$ cat config.mk
export PLATFORM = sky130hd
export DESIGN_NAME = mwp_cell
export DESIGN_NICKNAME = d
export VERILOG_FILES = /design/src/hdl/min_window_peak_to_peak_macros.svh /design/src/hdl/mwp_pkg.sv /design/src/hdl/mwp_cell.sv
export SDC_FILE = /design/constraint.sdc
export NUM_CORES = 1
export LEC_CHECK = 0
export BUFFER_PORTS_ARGS = -buffer_cell sky130_fd_sc_hd__buf_2
export CELL_PAD_IN_SITES_DETAIL_PLACEMENT = 2
export CELL_PAD_IN_SITES_GLOBAL_PLACEMENT = 2
export CORE_MARGIN = 2
export CORE_UTILIZATION = 31
export CTS_CLUSTER_DIAMETER = 100
export DETAILED_ROUTE_END_ITERATION = 16
export PLACE_DENSITY_LB_ADDON = 0.1
export SLEW_MARGIN = 20
export SYNTH_ARGS = -nofsm -noshare
export SYNTH_HDL_FRONTEND = slang
export SYNTH_SLANG_ARGS = --single-unit
$ cat constraint.sdc
create_clock -name clock -period 4.55 [get_ports clock]
set_clock_uncertainty 0.15 [all_clocks]
set_input_delay 0.455 -clock clock [delete_from_list [all_inputs] [get_ports clock]]
set_output_delay 0.455 -clock clock [all_outputs]
set_load 0.02 [all_outputs]
$ cat src/hdl/min_window_peak_to_peak_macros.svh
// Assertion helpers for the peak-to-peak block.
`ifndef MIN_WINDOW_PEAK_TO_PEAK_MACROS_SVH
`define MIN_WINDOW_PEAK_TO_PEAK_MACROS_SVH

// Same-cycle implication.
`define MWP_ASSERT_NOW(label, clk, rst, ante, cons, msg) \
   label: assert property (@(posedge clk) disable iff (rst) (ante) |-> (cons)) else $error(msg);

// Next-cycle implication.
`define MWP_ASSERT_NEXT(label, clk, rst, ante, cons, msg) \
   label: assert property (@(posedge clk) disable iff (rst) (ante) |=> (cons)) else $error(msg);

`endif

$ cat src/hdl/mwp_pkg.sv
package mwp_pkg;

   localparam int MAX_WINDOW  = 64;
   localparam int SAMPLE_BITS = 32;
   localparam int FIELD_BITS  = 32;
   localparam int CFG_BITS    = 7;
   localparam int LEN_BITS    = $clog2(MAX_WINDOW + 1);
   localparam int IDX_BITS    = $clog2(MAX_WINDOW);
   localparam int WIDE_BITS   = (LEN_BITS > CFG_BITS) ? LEN_BITS : CFG_BITS;

   typedef logic signed [SAMPLE_BITS-1:0] sample_type;
   typedef logic [FIELD_BITS-1:0]         spread_type;
   typedef logic [LEN_BITS-1:0]           len_type;
   typedef logic [IDX_BITS-1:0]           idx_type;

   // Largest and smallest of the newest samples up to a cell's depth.
   typedef struct packed {
      sample_type hi;
      sample_type lo;
   } extreme_type;

   typedef struct packed {
      logic advance;  // a new word enters the chain
      logic tap;      // this cell feeds the window result
   } cell_ctl_type;

endpackage

$ cat src/hdl/mwp_cell.sv
module mwp_cell
   import mwp_pkg::*;
(
   input  logic         clock,
   input  cell_ctl_type ctl,
   input  sample_type   sample,
   input  extreme_type  prev,
   output extreme_type  cur,
   output extreme_type  tap_out
);

   extreme_type ext_ff;
   extreme_type ext_in;

   // Depth j holds max/min of the newest j+1 samples: fold the new sample
   // into what the neighbor held for depth j-1.
   always_comb begin
      ext_in.hi = (sample > prev.hi) ? sample : prev.hi;
      ext_in.lo = (sample < prev.lo) ? sample : prev.lo;
   end

   always_ff @(posedge clock) begin
      if (ctl.advance) begin
         ext_ff <= ext_in;
      end
   end

   assign cur     = ext_ff;
   assign tap_out = ctl.tap ? ext_ff : '0;

endmodule
==> impl_metrics.yaml, run 1 <==
outcome:
  status: "complete, no violations"
synth:
  synth_warn: 0
  synth_edf_count: 64
  postSynthCellCount: 582
  async_reset_ff_share_pct: 0
  yosysUniqueCellTypes: 43
  synth_flop_cell: "sky130_fd_sc_hd__edfxtp_1"
  seq_area_frac_synth_pct: 33.7
  synth_nets: 744
  synth.cell_area_um2: 5710
  synth-seq-cells: 64
  synthesized_area_per_cell_um2: 9.80
clocking:
  postCtsSetupBuffers: 0
  htree_levels: 3
  clockBufferDepth: 2
  clock_tree.root_cell: "sky130_fd_sc_hd__clkbuf_16"
  cts_sinks: 64
  tritoncts.num_buffers: 9
  postCtsResizedCells: 0
  cts_tree: "yes"
  post_cts_hold_buffer_count: 0
  clkSlewWorstSetupHoldPaths_ns: 0.06
worst_setup_path:
  timing.critical_path.slowest_cell_delay_ns: 0.81
  critPathLaunch: "prev[51]"
  cp_num_buf_inv: 3
  cpLargestDelayFamily: "compound AO/OA/AOI/OAI gates"
  critical_path.cell_chain: "buf_2, inv_1, ha_1, a21oi_1, o21ai_0, a21oi_4, o21a_2, inv_2, o211ai_2, o221a_1"
  timing.critical_path.slowest_stage_cell: "sky130_fd_sc_hd__o211ai_2"
  required_ns: 4.61
  critPathArrivalTime_ns: 3.39
  critPathLaunchType: "input pin"
  worst-setup-path-type: "in2reg"
  worst_setup_path_end_kind: "flip-flop"
  crit_path_max_fanout: 17
global_routing:
  grt_first_pass_wirelength_um: 34200
  vias_in_the_first_global_route: 6121
  grt_use_total_pct: 22.5
  grt-ovfl-total: 0
  largest_net_degree_at_the_start_of_global_routing: 65
  antenna_found_initial: 1
timing:
  whs_ns: 0.275
  drv_slew: 0
  final.min_clock_period_ns: 3.34
  max_slew.worst_pin.slew_ns: 1.00
  timing.final.hold_violations: 0
  finalWorstSetupSlack_ns: 1.21
  setup_violations: 0
  rsz0062_at_grt: "no"
  slew_headroom_pct: 33.0
  layout_worst_path_cycle_share_pct: 73.3
  maxClockFrequency_mhz: 300
  fin_setup_tns_ns: 0
place:
  numPortBuffers: 226
  detailedPlacementHpwl_um: 16600
  finalWeightedCongestion: 0.757
  dp.cells: 1008
  place_area_um2: 7020
  place_worst_setup_slack_ns: 0.833
floorplanning:
  starting_density_of_the_core_pct: 31.7
  fp.dieH_um: 140
  die_x_um: 140
  floorplan.core_area_um2: 18000
  die_area_um2: 19500
  std_cell_rows: 49
  top_level_ports: 227
route:
  detail_route.wirelength_um: 22000
  drtAntennaViolNets: 0
  drc: 0
  wl_per_cell_um: 21.5
  via_count: 5515
  number_of_optimization_iterations_in_the_first_detailed_route_pass: 5
  post_drt_via_cell_ratio: 5.39
  drt_first_iter_violations: 217
pwr:
  power.density_nw_per_um2: 327
  power.static_leakage_nw: 3.51
  total_power_mw: 2.39
  ir_drop_mv: 0.186
hold_path:
  min-delay-start: "prev[6]"
  worstHoldPathType: "in2reg"
final_layout:
  drive_above_1_share_pct: 39.7
  areaGrowthSynthToFinish_pct: 28.3
  fin_nets: 952
  commonest_cells_after_routing_fill_and_taps_aside: "sky130_fd_sc_hd__buf_2 (225), sky130_fd_sc_hd__inv_1 (66), sky130_fd_sc_hd__and2_1 (65), sky130_fd_sc_hd__edfxtp_1 (64), sky130_fd_sc_hd__ha_1 (63)"
  final_common_cell: "sky130_fd_sc_hd__buf_2"
  utilization_pct: 40.6
  largest_register_ffs: 64
  stdcell_area_um2: 7320
  post_layout_nonfiller_instances: 1024
run:
  maxCapViolCount: 0
==> Yosys cell counts, types with 15 or more instances <==
| library cell | n | area [um^2] |
|---|---|---|
| sky130_fd_sc_hd__nand2_1 | 30 | 113 |
| sky130_fd_sc_hd__and2_1 | 65 | 407 |
| sky130_fd_sc_hd__a32oi_1 | 15 | 131 |
| sky130_fd_sc_hd__a31oi_1 | 16 | 100 |
| sky130_fd_sc_hd__nand3_1 | 48 | 240 |
| sky130_fd_sc_hd__mux2_4 | 30 | 450 |
| sky130_fd_sc_hd__ha_1 | 63 | 788 |
| sky130_fd_sc_hd__a21oi_1 | 24 | 120 |
| sky130_fd_sc_hd__o22ai_1 | 17 | 106 |
| sky130_fd_sc_hd__clkbuf_1 | 21 | 78.8 |
| sky130_fd_sc_hd__mux2_2 | 17 | 191 |
| sky130_fd_sc_hd__nor2_1 | 18 | 67.6 |
| sky130_fd_sc_hd__edfxtp_1 | 64 | 1920 |
| sky130_fd_sc_hd__inv_1 | 66 | 248 |
==> cell families after synthesis <==
family / share of synthesized area (%)
buf+inv: 7.43
compound gates: 16.1
flops: 33.7
mux: 11.5
simple gates: 17.5
fa+ha+maj: 13.8
==> where the power goes <==
| part | internal, mW | switching [mW] |
|---|---|---|
| combinational | 0.336 | 0.525 |
| clock | 0.472 | 0.272 |
| sequential | 0.751 | 0.0379 |
| total | 1.56 | 0.835 |
==> layout make-up <==
class / count / area (um^2)
fill: 2025 / 10700
multi-input combinational: 416 / 3370
sequential: 64 / 1920
timing repair buffer: 231 / 1180
tap: 229 / 287
inverter: 68 / 255
clock buffer: 10 / 229
clock inverter: 5 / 72.6
antenna: 1 / 2.50
==> worst paths after layout <==
kind                       to  depth (start not counted)
worst max-delay path  cur[46]                         10
worst min-delay path   cur[6]                          2
==> layer usage <==
layer,global-route usage [%],vias up,wire length [um]
met1,27.9,2736,9620
li1,-,2567,-
met3,3.34,29,1110
met2,40.1,183,10900
met4,7.79,0,400
met5,0,-,0
(Power assumes the default switching activity.)
==> run 2, diff against run 1 <==
- ABC_AREA: default -> 1
- CORE_UTILIZATION: 31 -> 23
- clock period: 4.55 -> 2.9 ns (I/O delays scaled with it)
==> run 2 against run 1 <==
Sequential share of layout area grew 1.7 points; combinational power grew 48%; area after synthesis shrank 9.6%; via count shrank 1.1%; clock power grew 45%; core utilization shrank 9.3 points; critical path depth grew 1; clock-buffer cell count is the same; routed wire length shrank 5.5%; final area shrank 6.2%; die area grew 21%; worst setup slack lost 0.74 ns.
==> impl_metrics.yaml, run 2 <==
timing:
  whs_ns: 0.0810
  final.min_clock_period_ns: 2.43
  timing.final.hold_violations: 0
  fin_setup_tns_ns: 0
  maxClockFrequency_mhz: 411
  rsz0062_at_grt: "no"
  slew_headroom_pct: 38.1
  setup_violations: 0
  max_slew.worst_pin.slew_ns: 0.928
  layout_worst_path_cycle_share_pct: 83.8
  drv_slew: 0
synth:
  synth-seq-cells: 64
  synth.top_cells.by_count: "sky130_fd_sc_hd__nand2_1 (222), sky130_fd_sc_hd__inv_1 (141), sky130_fd_sc_hd__nand3_1 (70)"
  async_reset_ff_share_pct: 0
  synth.cell_area_um2: 5160
  synth_warn: 0
  synth.most_common_cell: "sky130_fd_sc_hd__nand2_1"
  synth_edf_count: 64
  synthesized_area_per_cell_um2: 7.43
  post-synth-top-area-cell: "sky130_fd_sc_hd__edfxtp_1"
  seq_area_frac_synth_pct: 37.3
  share_of_the_synthesized_area_in_the_top_cell_type_pct: 37.3
  synth_flop_cell: "sky130_fd_sc_hd__edfxtp_1"
  postSynthCellCount: 694
  dominant_cells_by_area_after_synthesis: "sky130_fd_sc_hd__edfxtp_1 (37%), sky130_fd_sc_hd__nand2_1 (16%), sky130_fd_sc_hd__ha_1 (15%)"
  yosysUniqueCellTypes: 21
  synth_nets: 856
floorplanning:
  fp.dieH_um: 154
  die_x_um: 154
  die_area_um2: 23600
  std_cell_rows: 54
  top_level_ports: 227
  floorplan.core_area_um2: 21900
  starting_density_of_the_core_pct: 23.6
route:
  via_count: 5453
  drtAntennaViolNets: 0
  detail_route.wirelength_um: 20800
  drt_first_iter_violations: 128
  drc: 0
  number_of_optimization_iterations_in_the_first_detailed_route_pass: 4
  post_drt_via_cell_ratio: 4.56
  wl_per_cell_um: 17.4
worst_setup_path:
  worst-setup-path-type: "in2reg"
  worst_setup_path_end_kind: "flip-flop"
  critPathLaunchType: "input pin"
  critical_path.cell_chain: "buf_2, ha_1, a21oi_1, o21a_1, nand2_1, nor2_1, nand2_1, nand2_2, nand3_4, nand2_1, nand2_1"
  required_ns: 2.85
  critPathArrivalTime_ns: 2.38
  timing.critical_path.slowest_stage_cell: "sky130_fd_sc_hd__nand3_4"
  timing.critical_path.slowest_cell_delay_ns: 0.42
  critPathLaunch: "sample[29]"
  critical_path.most_common_cell: "sky130_fd_sc_hd__nand2_1"
  crit_path_max_fanout: 32
global_routing:
  grt_use_total_pct: 17.8
  grt-ovfl-total: 0
  vias_in_the_first_global_route: 5962
  antenna_found_initial: 0
  largest_net_degree_at_the_start_of_global_routing: 65
  grt_first_pass_wirelength_um: 33200
pwr:
  power.static_leakage_nw: 4.14
  total_power_mw: 3.62
  ir_drop_mv: 0.242
  power.density_nw_per_um2: 527
clocking:
  postCtsSetupBuffers: 0
  clockBufferDepth: 2
  clock_tree.root_cell: "sky130_fd_sc_hd__clkbuf_16"
  tritoncts.num_buffers: 9
  postCtsResizedCells: 0
  cts_sinks: 64
  post_cts_hold_buffer_count: 0
  htree_levels: 3
  clkSlewWorstSetupHoldPaths_ns: 0.06
  cts_tree: "yes"
final_layout:
  areaGrowthSynthToFinish_pct: 33.1
  stdcell_area_um2: 6870
  commonest_cells_after_routing_fill_and_taps_aside: "sky130_fd_sc_hd__buf_2 (225), sky130_fd_sc_hd__nand2_1 (222), sky130_fd_sc_hd__inv_1 (141), sky130_fd_sc_hd__nand3_1 (70), sky130_fd_sc_hd__edfxtp_1 (64)"
  post_layout_nonfiller_instances: 1196
  drive_above_1_share_pct: 28.4
  final_common_cell: "sky130_fd_sc_hd__buf_2"
  antenna-diode-count: 0
  fin_nets: 1075
  largest_register_ffs: 64
place:
  numPortBuffers: 226
  dp.cells: 1182
  detailedPlacementHpwl_um: 16400
  place_area_um2: 6590
  finalWeightedCongestion: 0.792
hold_path:
  worstHoldPathType: "in2reg"
  min-delay-start: "prev[41]"
  worst_hold_path.num_cells: 3
run:
  maxCapViolCount: 0
outcome:
  status: "complete, no violations"
run 2: cell types whose count changed in the layout (fill, tap and decap cells not counted), sizes merged, moves of 24 or more:
cell,change
nand2,+195
nand4,+24
nand3,+24
inv,+75
mux2,-47
and2,-65
run 2: final cells by class:
class / instances / area [um^2]
Tap cell: 280 / 350
Clock inverter: 4 / 47.5
Inverter: 142 / 533
Multi-Input combinational cell: 457 / 2540
Timing Repair Buffer: 239 / 1240
Clock buffer: 10 / 229
Fill cell: 2682 / 15000
Sequential cell: 64 / 1920
run 2: power by group:
part | switching, mW | internal (mW) | leakage (nW) | total (mW)
Combinational | 0.859 | 0.415 | 3.38 | 1.27
Sequential | 0.0717 | 1.19 | 0.625 | 1.27
Clock | 0.427 | 0.653 | 0.134 | 1.08
Total | 1.36 | 2.26 | 4.14 | 3.62
run 2: worst paths after layout:
check / to
max: cur[47]
min: cur[41]
run 2: cells by family (layout without fill, tap and decap cells):
family                   count (synthesis)  after routing  share of synthesized area (%)
AND/OR/NAND/NOR                        357            357                           30.2
buffers and inverters                  173            395                           13.5
flip-flops                              64             64                           37.3
adder cells (fa/ha/maj)                 63             63                           15.3
AO/OA/AOI/OAI                           37             37                           3.74
run 2: metal layers:
layer | global-route usage [%] | vias up | part of all wire (%)
met3 | 3.44 | 12 | 4.3
met5 | 0 | - | 0
li1 | - | 2670 | -
met4 | 3.28 | 0 | 0.76
met1 | 22.7 | 2637 | 45
met2 | 31.7 | 134 | 50
run 2: worst max-delay path, delay by kind of cell:
family | cells | cell delay (ns)
buffers and inverters | 1 | 0.15
and+or+nand+nor | 7 | 1.27
AOI/OAI and AO/OA | 2 | 0.34
adders and majority gates | 1 | 0.32
run 2: per-stage QoR:
| stage | utilization, % | setup slack [ns] |
|---|---|---|
| 6_report | 31.4 | 0.469 |
| 5_1_grt | 31.4 | 0.189 |
| 4_1_cts | 31.4 | 0.394 |
| 3_5_place_dp | 30.1 | 0.0382 |
| 3_3_place_gp | 30.1 | 0.0663 |
| 2_1_floorplan | - | 0.915 |
